--- src/design/dft_iir_pkg.sv ---
// ----------------------------------------------------------------------------
// dft_iir_pkg
// shared widths, register indexes and control types of the direct form II
// iir filter
// ----------------------------------------------------------------------------
package dft_iir_pkg;

	localparam int SAMPLE_W         = 16;  // input / output sample
	localparam int COEF_W           = 24;  // signed q3.20 coefficient
	localparam int DL_W             = 40;  // signed q23.16 delay entry
	localparam int DL_HI_W          = 24;  // upper slice of a delay entry
	localparam int DL_LO_W          = DL_W - DL_HI_W;
	localparam int PH_W             = COEF_W + DL_HI_W;
	localparam int PL_W             = COEF_W + DL_LO_W + 1;
	localparam int PROD_W           = COEF_W + DL_W;
	localparam int PROD_SHIFT       = 12;  // q.36 product down to q.24
	localparam int TERM_W           = PROD_W - PROD_SHIFT;
	localparam int ACC_W            = 56;  // q.24 accumulator
	localparam int X_SHIFT          = 24;  // sample up to q.24
	localparam int W_SHIFT          = 8;   // q.24 down to q.16
	localparam int Y_SHIFT          = 24;  // q.24 down to integer
	localparam int CFG_IDX_W        = 3;
	localparam int MAX_TAPS         = 4;
	localparam int DEFAULT_NUM_TAPS = 4;

	localparam logic signed [COEF_W-1:0] NUM_COEF_0_RST = 24'sh100000;  // 1.0

	// register indexes of the configuration port
	localparam logic [CFG_IDX_W-1:0] CFG_NUM_COEF_0 = 3'd0;
	localparam logic [CFG_IDX_W-1:0] CFG_NUM_COEF_1 = 3'd1;
	localparam logic [CFG_IDX_W-1:0] CFG_NUM_COEF_2 = 3'd2;
	localparam logic [CFG_IDX_W-1:0] CFG_NUM_COEF_3 = 3'd3;
	localparam logic [CFG_IDX_W-1:0] CFG_DEN_COEF_1 = 3'd4;
	localparam logic [CFG_IDX_W-1:0] CFG_DEN_COEF_2 = 3'd5;
	localparam logic [CFG_IDX_W-1:0] CFG_DEN_COEF_3 = 3'd6;

	typedef logic signed [SAMPLE_W-1:0] sample_t;
	typedef logic signed [COEF_W-1:0]   coef_t;
	typedef logic signed [DL_W-1:0]     dl_t;
	typedef logic signed [ACC_W-1:0]    acc_t;

	typedef enum logic [2:0] {
		ST_IDLE,
		ST_MUL,
		ST_TERM,
		ST_SUM,
		ST_ROUND
	} state_t;

	// strobes to every cell of the row
	typedef struct packed {
		logic shift;    // delay line moves down one place
		logic mul_en;   // register partial products
		logic term_en;  // combine partial products into a q.24 term
		logic sum_en;   // partial sum moves one cell along
		logic fb;       // feedback pass: den coefficients, subtract
	} cell_ctrl_t;

	// strobes to the rounding stage at the end of the row
	typedef struct packed {
		logic w0_load;  // new head of the delay line
		logic y_load;   // new output word
	} round_ctrl_t;

endpackage

--- src/design/dft_iir_ctrl.sv ---
// ----------------------------------------------------------------------------
// dft_iir_ctrl
// sequencer: feedback pass, then feedforward pass, over the row of cells
// ----------------------------------------------------------------------------
module dft_iir_ctrl #(
	parameter int NUM_TAPS = dft_iir_pkg::DEFAULT_NUM_TAPS
) (
	input  logic                     clk,
	input  logic                     arst_n,
	input  logic                     in_valid,
	input  logic                     slot_free,
	output logic                     in_ready,
	output dft_iir_pkg::cell_ctrl_t  cell_ctl,
	output dft_iir_pkg::round_ctrl_t rnd_ctl
);
	import dft_iir_pkg::*;

	localparam int CNT_W = $clog2(NUM_TAPS);

	state_t           state_q, state_d;
	logic             fb_q;
	logic [CNT_W-1:0] cnt_q;
	logic             last_sum;

	assign last_sum = (cnt_q == CNT_W'(NUM_TAPS - 1));

	always_comb begin
		state_d = state_q;
		unique case (state_q)
			ST_IDLE:  if (in_valid) state_d = ST_MUL;
			ST_MUL:   state_d = ST_TERM;
			ST_TERM:  state_d = ST_SUM;
			ST_SUM:   if (last_sum) state_d = ST_ROUND;
			ST_ROUND: begin
				if (fb_q) begin
					state_d = ST_MUL;
				end else if (slot_free) begin
					state_d = ST_IDLE;
				end
			end
			default:  state_d = ST_IDLE;
		endcase
	end

	always_comb begin
		in_ready         = 1'b0;
		cell_ctl         = '0;
		rnd_ctl          = '0;
		cell_ctl.fb      = fb_q;
		unique case (state_q)
			ST_IDLE: begin
				in_ready       = 1'b1;
				cell_ctl.shift = in_valid;
			end
			ST_MUL:   cell_ctl.mul_en  = 1'b1;
			ST_TERM:  cell_ctl.term_en = 1'b1;
			ST_SUM:   cell_ctl.sum_en  = 1'b1;
			ST_ROUND: begin
				rnd_ctl.w0_load = fb_q;
				rnd_ctl.y_load  = !fb_q && slot_free;
			end
			default: ;
		endcase
	end

	always_ff @(posedge clk or negedge arst_n) begin
		if (!arst_n) begin
			state_q <= ST_IDLE;
			fb_q    <= 1'b0;
			cnt_q   <= '0;
		end else begin
			state_q <= state_d;
			if (state_q == ST_IDLE && in_valid) begin
				fb_q <= 1'b1;
			end else if (state_q == ST_ROUND) begin
				fb_q <= 1'b0;
			end
			if (state_q == ST_SUM) begin
				cnt_q <= last_sum ? '0 : cnt_q + 1'b1;
			end
		end
	end

endmodule

--- config.mk ---
export PLATFORM = sky130hd
export DESIGN_NAME = dft_iir_ctrl
export DESIGN_NICKNAME = d
export VERILOG_FILES = /design/src/design/dft_iir_pkg.sv /design/src/design/dft_iir_ctrl.sv
export SDC_FILE = /design/constraint.sdc
export NUM_CORES = 1
export LEC_CHECK = 0
export BUFFER_PORTS_ARGS = -buffer_cell sky130_fd_sc_hd__buf_2
export CAP_MARGIN = 20
export CORE_AREA = 10 10 47 49
export DETAILED_ROUTE_END_ITERATION = 8
export DIE_AREA = 0 0 57 59
export GPL_ROUTABILITY_DRIVEN = 0
export HOLD_SLACK_MARGIN = 0.02
export PLACE_DENSITY = 0.52
export SLEW_MARGIN = 20
export SYNTH_ARGS = -nofsm -noshare
export SYNTH_HDL_FRONTEND = slang
export SYNTH_SLANG_ARGS = --single-unit
--- constraint.sdc ---
create_clock -name clk -period 1.38 [get_ports clk]
set_clock_uncertainty 0.2 [all_clocks]
set_input_delay 0.276 -clock clk [delete_from_list [all_inputs] [get_ports clk]]
set_output_delay 0.276 -clock clk [all_outputs]
set_load 0.05 [all_outputs]
==> impl_metrics.toml <==
[cts]
numCtsBuffers = 3
cts_buffer_depth = 2
cts_tree = "yes"
clock_sinks = 6
cts_root_buf = "clkbuf_4"
ctsHtreeMaxLevel = 1
path_clk_slew_ps = 50
clk_latency_ps = 240

[finish]
drive_above_1_share_pct = 75.4
area_growth_pct = 120
n_fill_cell = 125
fin_nets = 71
multi_input_area_um2 = 244
stdcell_area_um2 = 782
antenna_cells = 0
mostFrequentLayoutCell = "buf_6"
register_area_um2 = 151
final_cell_mix = "12 x buf_6, 7 x buf_4, 6 x buf_8"
final_util_pct = 55.8

[route]
dr.pass1.iters = 2
drt_iter0_markers = 1
viasPerCell = 4.44
postRouteAntennaNets = 0
drcViolationCount = 0
wl_um = 992
vias = 360
wl_per_cell_um = 12.2

[timing]
rsz0062_at_grt = "yes"
tns_ps = -3210
tightest_slew_ps = 222
fmax_mhz = 525
fin_ws_ps = -526
slew_headroom_pct = 85.2
min_period_ps = 1910
finalCritPeriodShare_pct = 138
setup_viol = 11
hold_viol = 0
report.final.slew_viol_count = 0

[global_route]
grt-ovfl-total = 0
antenna_found_initial = 0
grt_pass1_vias = 353
grt_start_max_net_pins = 11
grt_pass1_wl_um = 1500
track_usage_pct = 5.79

[placement]
placed_cell_area_um2 = 500
place_hpwl_um = 648
io_buffers = 11

[synth]
syn_nets = 39
mappedNetlistArea_um2 = 355
ys_seq_area_share_pct = 42.3
synth.avg_cell_area_um2 = 10.5
synth.distinct_cells = 21
synth_flop_cell = "dfrtp_1"
yosysWarnings = 0
async_reset_ff_share_pct = 100
synth-edff-count = 0
synth_seq_cells = 6
syn_inst = 34

[run]
cap_violations = 0

[die]
die_h_um = 59
io_pins = 12
start_util_pct = 25.4
core_area_um2 = 1400
rows = 14
dieArea_um2 = 3360
fp.dieW_um = 57

[worst_setup_path]
worst_setup_path_start_kind = "flip-flop"
critPathLaunch = "fb_q"
cp-end-kind = "primary output"
critPathCapture = "rnd_ctl[0]"
worstPathRequired_ps = 900
reg2reg_depth = 8
r2r_start = "state_q[0]"
crit_fanout = 2
reg2reg_setup_slack_ps = -300
worstPathArrival_ps = 1430
reg2reg_to = "state_q[0]"
path_class = "reg2out"

[min_path]
holdCritPathClass = "in2reg"

[status]
status = "finished with violations"
violations = "setup timing"

[pwr]
leakage_nw = 0.345
p_total_w = 0.00186
powerDensity_nw_per_um2 = 2380
peakVddDrop_mv = 0.929
-- through the flow --
stage / worst slack [ps] / hold WS, ps / instances
floorplan: -431 / -220 / 34
global placement: -358 / -96.3 / 66
detailed placement: -369 / -98.7 / 66
CTS: -543 / 37.9 / 74
global route: -574 / 37.2 / 81
finish: -526 / 47.0 / 81
-- state kept, by name (all words and copies together), names as in the netlist --
signal   flops
cnt_q        2
fb_q         1
state_q      3
-- worst min-delay path by stage --
| stage | startpoint | end | slack (ps) | cells after the start |
|---|---|---|---|---|
| global placement | arst_n | cnt_q[0] | -100 | 1 |
| global route | slot_free | state_q[2] | 40 | 2 |
| detailed placement | arst_n | cnt_q[0] | -100 | 1 |
| floorplan | arst_n | cnt_q[0] | -220 | 0 |
| CTS | slot_free | state_q[2] | 40 | 2 |
| finish | slot_free | state_q[2] | 50 | 2 |
-- where the power goes --
part           switching (W)  leakage [nW]  internal, W  total (W)
logic               0.000673         0.263     0.000713    0.00139
registers          0.0000476        0.0666     0.000261   0.000308
clock network      0.0000602        0.0150     0.000109   0.000169
-- cell families after synthesis --
logic type      count (synthesis)  share of synthesized area [%]
buf+inv                         6                           9.86
flops                           6                           42.3
mux                             2                           6.34
compound gates                  4                           10.2
fa+ha+maj                       1                           3.52
simple gates                   15                           27.8
-- worst max-delay path, stage by stage, from the launching register on --
cell     delay (ps)
dfrtp_1         370
or4b_4          560
nor2_4          110
buf_8           150
-- Yosys cell counts (2+ instances only) --
master / number / area share [%]
dfrtp_1: 6 / 42
and2_1: 2 / 3.5
mux2_2: 2 / 6.3
nor2_1: 4 / 4.2
inv_1: 3 / 3.2
nor3b_1: 2 / 4.2
-- layout make-up --
| class | instances | area share [%] |
|---|---|---|
| sequential | 6 | 19.4 |
| multi-input combinational | 22 | 31.2 |
| tap | 16 | 2.56 |
| inverter | 3 | 2.24 |
| timing repair buffer | 30 | 41.3 |
| clock buffer | 4 | 3.36 |
-- per-layer routing --
| layer | track usage (%) | share of wire (%) |
|---|---|---|
| met3 | 2.58 | 4.9 |
| met1 | 5.46 | 36 |
| met4 | 5.03 | 0.60 |
| met5 | 0 | 0 |
| met2 | 9.46 | 58 |
-- timing repair --
action | in CTS | in global routing
pin swaps | 0 | 4
endpoints found under the hold margin | 6 | 0
resized for setup | 27 | 16
hold buffers | 1 | 0
buffers inserted | 3 | 11
endpoints found under the setup margin | 11 | 13
(Power assumes the default switching activity.)
