[config.mk]
export PLATFORM = sky130hd
export DESIGN_NAME = dft_iir_cell
export DESIGN_NICKNAME = d
export VERILOG_FILES = /design/src/design/dft_iir_pkg.sv /design/src/design/dft_iir_cell.sv
export SDC_FILE = /design/constraint.sdc
export NUM_CORES = 2
export LEC_CHECK = 0
export BUFFER_PORTS_ARGS = -buffer_cell sky130_fd_sc_hd__buf_2
export CORE_UTILIZATION = 70
export CTS_CLUSTER_DIAMETER = 30
export DETAILED_ROUTE_END_ITERATION = 10
export PLACE_DENSITY = 0.95
export SYNTH_ARGS = -nofsm -noshare
export SYNTH_HDL_FRONTEND = slang
export SYNTH_SLANG_ARGS = --single-unit
export TNS_END_PERCENT = 20
[constraint.sdc]
create_clock -name clk -period 16.92 [get_ports clk]
set_input_delay 3.384 -clock clk [delete_from_list [all_inputs] [get_ports clk]]
set_output_delay 3.384 -clock clk [all_outputs]
set_load 0.02 [all_outputs]
[src/design/dft_iir_pkg.sv]
// ----------------------------------------------------------------------------
// dft_iir_pkg
// shared widths, register indexes and control types of the direct form II
// iir filter
// ----------------------------------------------------------------------------
package dft_iir_pkg;

	localparam int SAMPLE_W         = 16;  // input / output sample
	localparam int COEF_W           = 24;  // signed q3.20 coefficient
	localparam int DL_W             = 40;  // signed q23.16 delay entry
	localparam int DL_HI_W          = 24;  // upper slice of a delay entry
	localparam int DL_LO_W          = DL_W - DL_HI_W;
	localparam int PH_W             = COEF_W + DL_HI_W;
	localparam int PL_W             = COEF_W + DL_LO_W + 1;
	localparam int PROD_W           = COEF_W + DL_W;
	localparam int PROD_SHIFT       = 12;  // q.36 product down to q.24
	localparam int TERM_W           = PROD_W - PROD_SHIFT;
	localparam int ACC_W            = 56;  // q.24 accumulator
	localparam int X_SHIFT          = 24;  // sample up to q.24
	localparam int W_SHIFT          = 8;   // q.24 down to q.16
	localparam int Y_SHIFT          = 24;  // q.24 down to integer
	localparam int CFG_IDX_W        = 3;
	localparam int MAX_TAPS         = 4;
	localparam int DEFAULT_NUM_TAPS = 4;

	localparam logic signed [COEF_W-1:0] NUM_COEF_0_RST = 24'sh100000;  // 1.0

	// register indexes of the configuration port
	localparam logic [CFG_IDX_W-1:0] CFG_NUM_COEF_0 = 3'd0;
	localparam logic [CFG_IDX_W-1:0] CFG_NUM_COEF_1 = 3'd1;
	localparam logic [CFG_IDX_W-1:0] CFG_NUM_COEF_2 = 3'd2;
	localparam logic [CFG_IDX_W-1:0] CFG_NUM_COEF_3 = 3'd3;
	localparam logic [CFG_IDX_W-1:0] CFG_DEN_COEF_1 = 3'd4;
	localparam logic [CFG_IDX_W-1:0] CFG_DEN_COEF_2 = 3'd5;
	localparam logic [CFG_IDX_W-1:0] CFG_DEN_COEF_3 = 3'd6;

	typedef logic signed [SAMPLE_W-1:0] sample_t;
	typedef logic signed [COEF_W-1:0]   coef_t;
	typedef logic signed [DL_W-1:0]     dl_t;
	typedef logic signed [ACC_W-1:0]    acc_t;

	typedef enum logic [2:0] {
		ST_IDLE,
		ST_MUL,
		ST_TERM,
		ST_SUM,
		ST_ROUND
	} state_t;

	// strobes to every cell of the row
	typedef struct packed {
		logic shift;    // delay line moves down one place
		logic mul_en;   // register partial products
		logic term_en;  // combine partial products into a q.24 term
		logic sum_en;   // partial sum moves one cell along
		logic fb;       // feedback pass: den coefficients, subtract
	} cell_ctrl_t;

	// strobes to the rounding stage at the end of the row
	typedef struct packed {
		logic w0_load;  // new head of the delay line
		logic y_load;   // new output word
	} round_ctrl_t;

endpackage

[src/design/dft_iir_cell.sv]
// ----------------------------------------------------------------------------
// dft_iir_cell
// one tap: delay entry, split multiplier and one step of the sum chain
// ----------------------------------------------------------------------------
module dft_iir_cell (
	input  logic                    clk,
	input  logic                    arst_n,
	input  dft_iir_pkg::cell_ctrl_t ctl,
	input  logic                    w_load,
	input  dft_iir_pkg::dl_t        w_in,
	input  dft_iir_pkg::coef_t      num_coef,
	input  dft_iir_pkg::coef_t      den_coef,
	input  dft_iir_pkg::acc_t       sum_in,
	output dft_iir_pkg::dl_t        w_out,
	output dft_iir_pkg::acc_t       sum_out
);
	import dft_iir_pkg::*;

	dl_t                      w_q;
	logic signed [PH_W-1:0]   ph_q;
	logic signed [PL_W-1:0]   pl_q;
	logic signed [TERM_W-1:0] term_q;
	acc_t                     sum_q;

	coef_t                    coef;
	logic signed [DL_HI_W-1:0] w_hi;
	logic signed [DL_LO_W:0]  w_lo;
	logic signed [PROD_W-1:0] prod;
	acc_t                     term_ext;

	assign coef     = ctl.fb ? den_coef : num_coef;
	assign w_hi     = w_q[DL_W-1:DL_LO_W];
	assign w_lo     = {1'b0, w_q[DL_LO_W-1:0]};
	assign prod     = {ph_q, {DL_LO_W{1'b0}}} + {{(PROD_W-PL_W){pl_q[PL_W-1]}}, pl_q};
	assign term_ext = {{(ACC_W-TERM_W){term_q[TERM_W-1]}}, term_q};

	always_ff @(posedge clk or negedge arst_n) begin
		if (!arst_n) begin
			w_q <= '0;
		end else if (w_load) begin
			w_q <= w_in;
		end
	end

	always_ff @(posedge clk) begin
		if (ctl.mul_en) begin
			ph_q <= coef * w_hi;
			pl_q <= coef * w_lo;
		end
		if (ctl.term_en) begin
			term_q <= prod[PROD_W-1:PROD_SHIFT];  // floor shift
		end
		if (ctl.sum_en) begin
			sum_q <= ctl.fb ? sum_in - term_ext : sum_in + term_ext;
		end
	end

	assign w_out   = w_q;
	assign sum_out = sum_q;

endmodule

==> qor.yml <==
status:
  status: "finished, final reports clean"
synthesis:
  synthCells: 5069
  synth.area.mux_share_pct: 1.53
  async_flop_share_pct: 17.8
  netlist-cell-type-count: 77
  yosys.area_share.adder_pct: 49.4
  synth_nets: 6541
  syn_avg_cell_area_sq_um: 9.55
  synth.yosys.warnings: 0
  synth-xor-area-share_pct: 4.12
  synth_compound_area_share_pct: 7.27
  ys_seq_elements: 225
  ys_seq_area_share_pct: 13.5
  ys.flop_type: "edfxtp_1"
  synthSimpleGateAreaFrac_pct: 14.5
  synth_top_family_by_area: "adder cells"
  synthesis.area_sq_um: 48400
  synth_edf_count: 185
floorplanning:
  fp.dieW_microns: 265
  rows: 96
  coreArea_sq_um: 68500
  initial_core_util_pct: 70.7
  die_height_microns: 265
  dieArea_sq_um: 70200
  io_pins: 248
sta:
  drv_slew: 0
  period_needed_ns: 11.70
  hold_violations: 0
  min_period_over_period_pct: 69.2
  skew_ns: 0.0444
  holdWs_ns: 0.426
  worst_pin_slew_ns: 1.45
  finalSetupViolCount: 0
  fmax_ghz: 0.0855
  rsz0062_at_grt: "no"
  max-slew-margin-rel_pct: 3.42
  fin_setup_tns_ns: 0
drt:
  antenna_left: 0
  first_pass_iters: 8
  avgViaCountPerCell: 6.17
  wl_per_cell_microns: 21.4
  drc: 0
  drtIter0Drc: 3920
  dr_total_vias: 37673
  wl_microns: 131000
cells_and_area:
  drive_gt1_share_pct: 8.51
  instances_no_fill: 6105
  multi_input_area_sq_um: 37200
  fin_nets: 6657
  final_cell_area_sq_um: 51800
  syn_to_final_growth_pct: 6.94
  fillers: 4041
  regArea_sq_um: 6560
global_routing:
  grt_usage_pct: 38.3
  grt_overflow: 0
  grt_start_max_net_pins: 78
  antenna_found_initial: 6
  grt_pass1_wl_microns: 208000
  grt_pass1_vias: 41767
critical_path:
  crit_path_max_incr_delay_ns: 0.66
  cp_common_cell: "fa_1"
  critPathCaptureType: "flop"
  cp_max_fo: 64
  worstPathRequired_ns: 17.23
  critical_path_class: "primary input to flop"
  crit_slowest_cell: "buf_4"
  startpoint_type: "primary input"
  cp.arrival_ns: 12.02
cts:
  cts_resized: 0
  clock_latency_ns: 0.60
  root_buffer: "clkbuf_16"
  cts_tree: "yes"
  clkTransAtPathRegs_ns: 0.06
  h-tree-depth: 2
  clock_sinks: 225
  cts_setup_buffers: 0
  cts_hold_buffers: 0
  cts_made_buffers: 44
  cts_buffer_depth: 3
place:
  port_buffers: 246
  postPlaceCellArea_sq_um: 50200
  dp_cells: 6021
  dp_hpwl_microns: 97200
  globalplace.congestion: 0.926
min_path:
  hold_path_class: "flop to flop"
run:
  drv_cap: 0
## flip-flops by register name, indices dropped and copies added (netlist names)
register / flops
ph_q: 48
w_out: 40
pl_q: 29
sum_out: 56
term_q: 52
## layer usage
layer | up-vias | track usage (%) | share of wire [%]
met1 | 18201 | 44.3 | 33
li1 | 15817 | - | -
met4 | 4 | 24.8 | 7.4
met2 | 2740 | 62.0 | 46
met5 | - | 0 | 0.021
met3 | 911 | 11.6 | 13
## path summary, 6_finish.rpt
| path | start | endpoint | slack [ns] | cells past startpoint |
|---|---|---|---|---|
| max in group asynchronous | arst_n | w_out[29] | 13.27 | 1 |
| max | ctl[0] | ph_q[46] | 5.22 | 29 |
| max reg2reg | w_out[16] | ph_q[47] | 8.31 | 22 |
| min | pl_q[13] | term_q[1] | 0.43 | 0 |
| min reg2reg | pl_q[13] | term_q[1] | 0.43 | 0 |
| min in group asynchronous | arst_n | w_out[2] | 2.98 | 1 |
## cell usage in the layout (no fill, tap or decap), types with 16 or more instances in the layout
cell       synthesis  final
clkbuf_16          0     44
buf_4              0     37
fa_1             984    984
o21a_1            27     27
xor2_1            42     42
nor2b_1           30     30
o21bai_1          27     27
o21ai_0           86     86
nor3_1            48     48
nor2_1           169    169
a21oi_1          192    192
nand2_1          596    596
xnor2_1          186    186
a211oi_1          16     16
nand3_1           35     35
edfxtp_1         185    185
a21o_1           105    105
nand2b_1          21     21
inv_1           1036   1036
ha_1             336    336
mux2_2            63     63
dfrtp_1           40     40
buf_2              1    244
nand4_1           27     27
and3_1            25     25
and2_1           434    434
## cells in the mapped netlist, drive strengths merged (6+ instances only)
cell type  number  share of area [%]
fa            984                 41
nor2          169                1.3
mux2           63                1.5
xnor2         186                3.4
a211oi         16               0.25
and3           26               0.35
o21a           27               0.42
edfxtp        185                 11
or2            10               0.13
o31a            8               0.14
clkbuf        206                1.6
inv          1036                8.0
nor3b           6               0.12
xor2           42               0.76
nand2b         21               0.27
o211ai         10               0.16
and2          435                5.6
nor4           10               0.13
a21oi         193                2.0
o21ai          87               0.90
a221oi          9               0.16
o31ai           7               0.11
a21o          105                1.6
a31oi          14               0.18
nor2b          30               0.39
nand3          35               0.36
nand4          27               0.35
ha            336                8.7
or3             9               0.13
o21bai         27               0.42
nand2         596                4.6
nor3           49               0.53
dfrtp          40                2.1
## worst max-delay path, delay by kind of cell
| kind | cells | cell delay (ns) |
|---|---|---|
| and+or+nand+nor | 4 | 0.79 |
| buffers and inverters | 9 | 1.61 |
| xor gates and xnor gates | 1 | 0.12 |
| adders and majority gates | 8 | 3.93 |
| AOI/OAI and AO/OA | 6 | 1.72 |
| muxes | 1 | 0.41 |
## layout make-up
cell class / count / area share, %
Antenna cell: 3 / 0.0145
Tap cell: 882 / 2.13
Multi-Input combinational cell: 3597 / 71.8
Clock inverter: 32 / 0.778
Inverter: 1036 / 7.51
Timing Repair Buffer: 281 / 2.89
Sequential cell: 225 / 12.7
Clock buffer: 49 / 2.20
## per-stage QoR
stage	utilization, %	setup slack (ns)
6_report	75.6	5.22
5_1_grt	75.6	4.90
4_1_cts	75.6	5.44
3_5_place_dp	73.4	4.82
3_3_place_gp	73.4	5.06
2_1_floorplan	-	6.11
## cell families (layout without fill, tap and decap cells)
logic type / count (synthesis) / count (layout)
AO/OA/AOI/OAI: 550 / 550
XOR/XNOR: 228 / 228
adder cells (fa/ha/maj): 1320 / 1320
buffers and inverters: 1247 / 1398
flip-flops: 225 / 225
multiplexers: 65 / 65
other: 0 / 3
AND/OR/NAND/NOR: 1434 / 1434
Power is not shown: default switching activity piles up to over one toggle a cycle in this logic, so the estimate is an artifact.
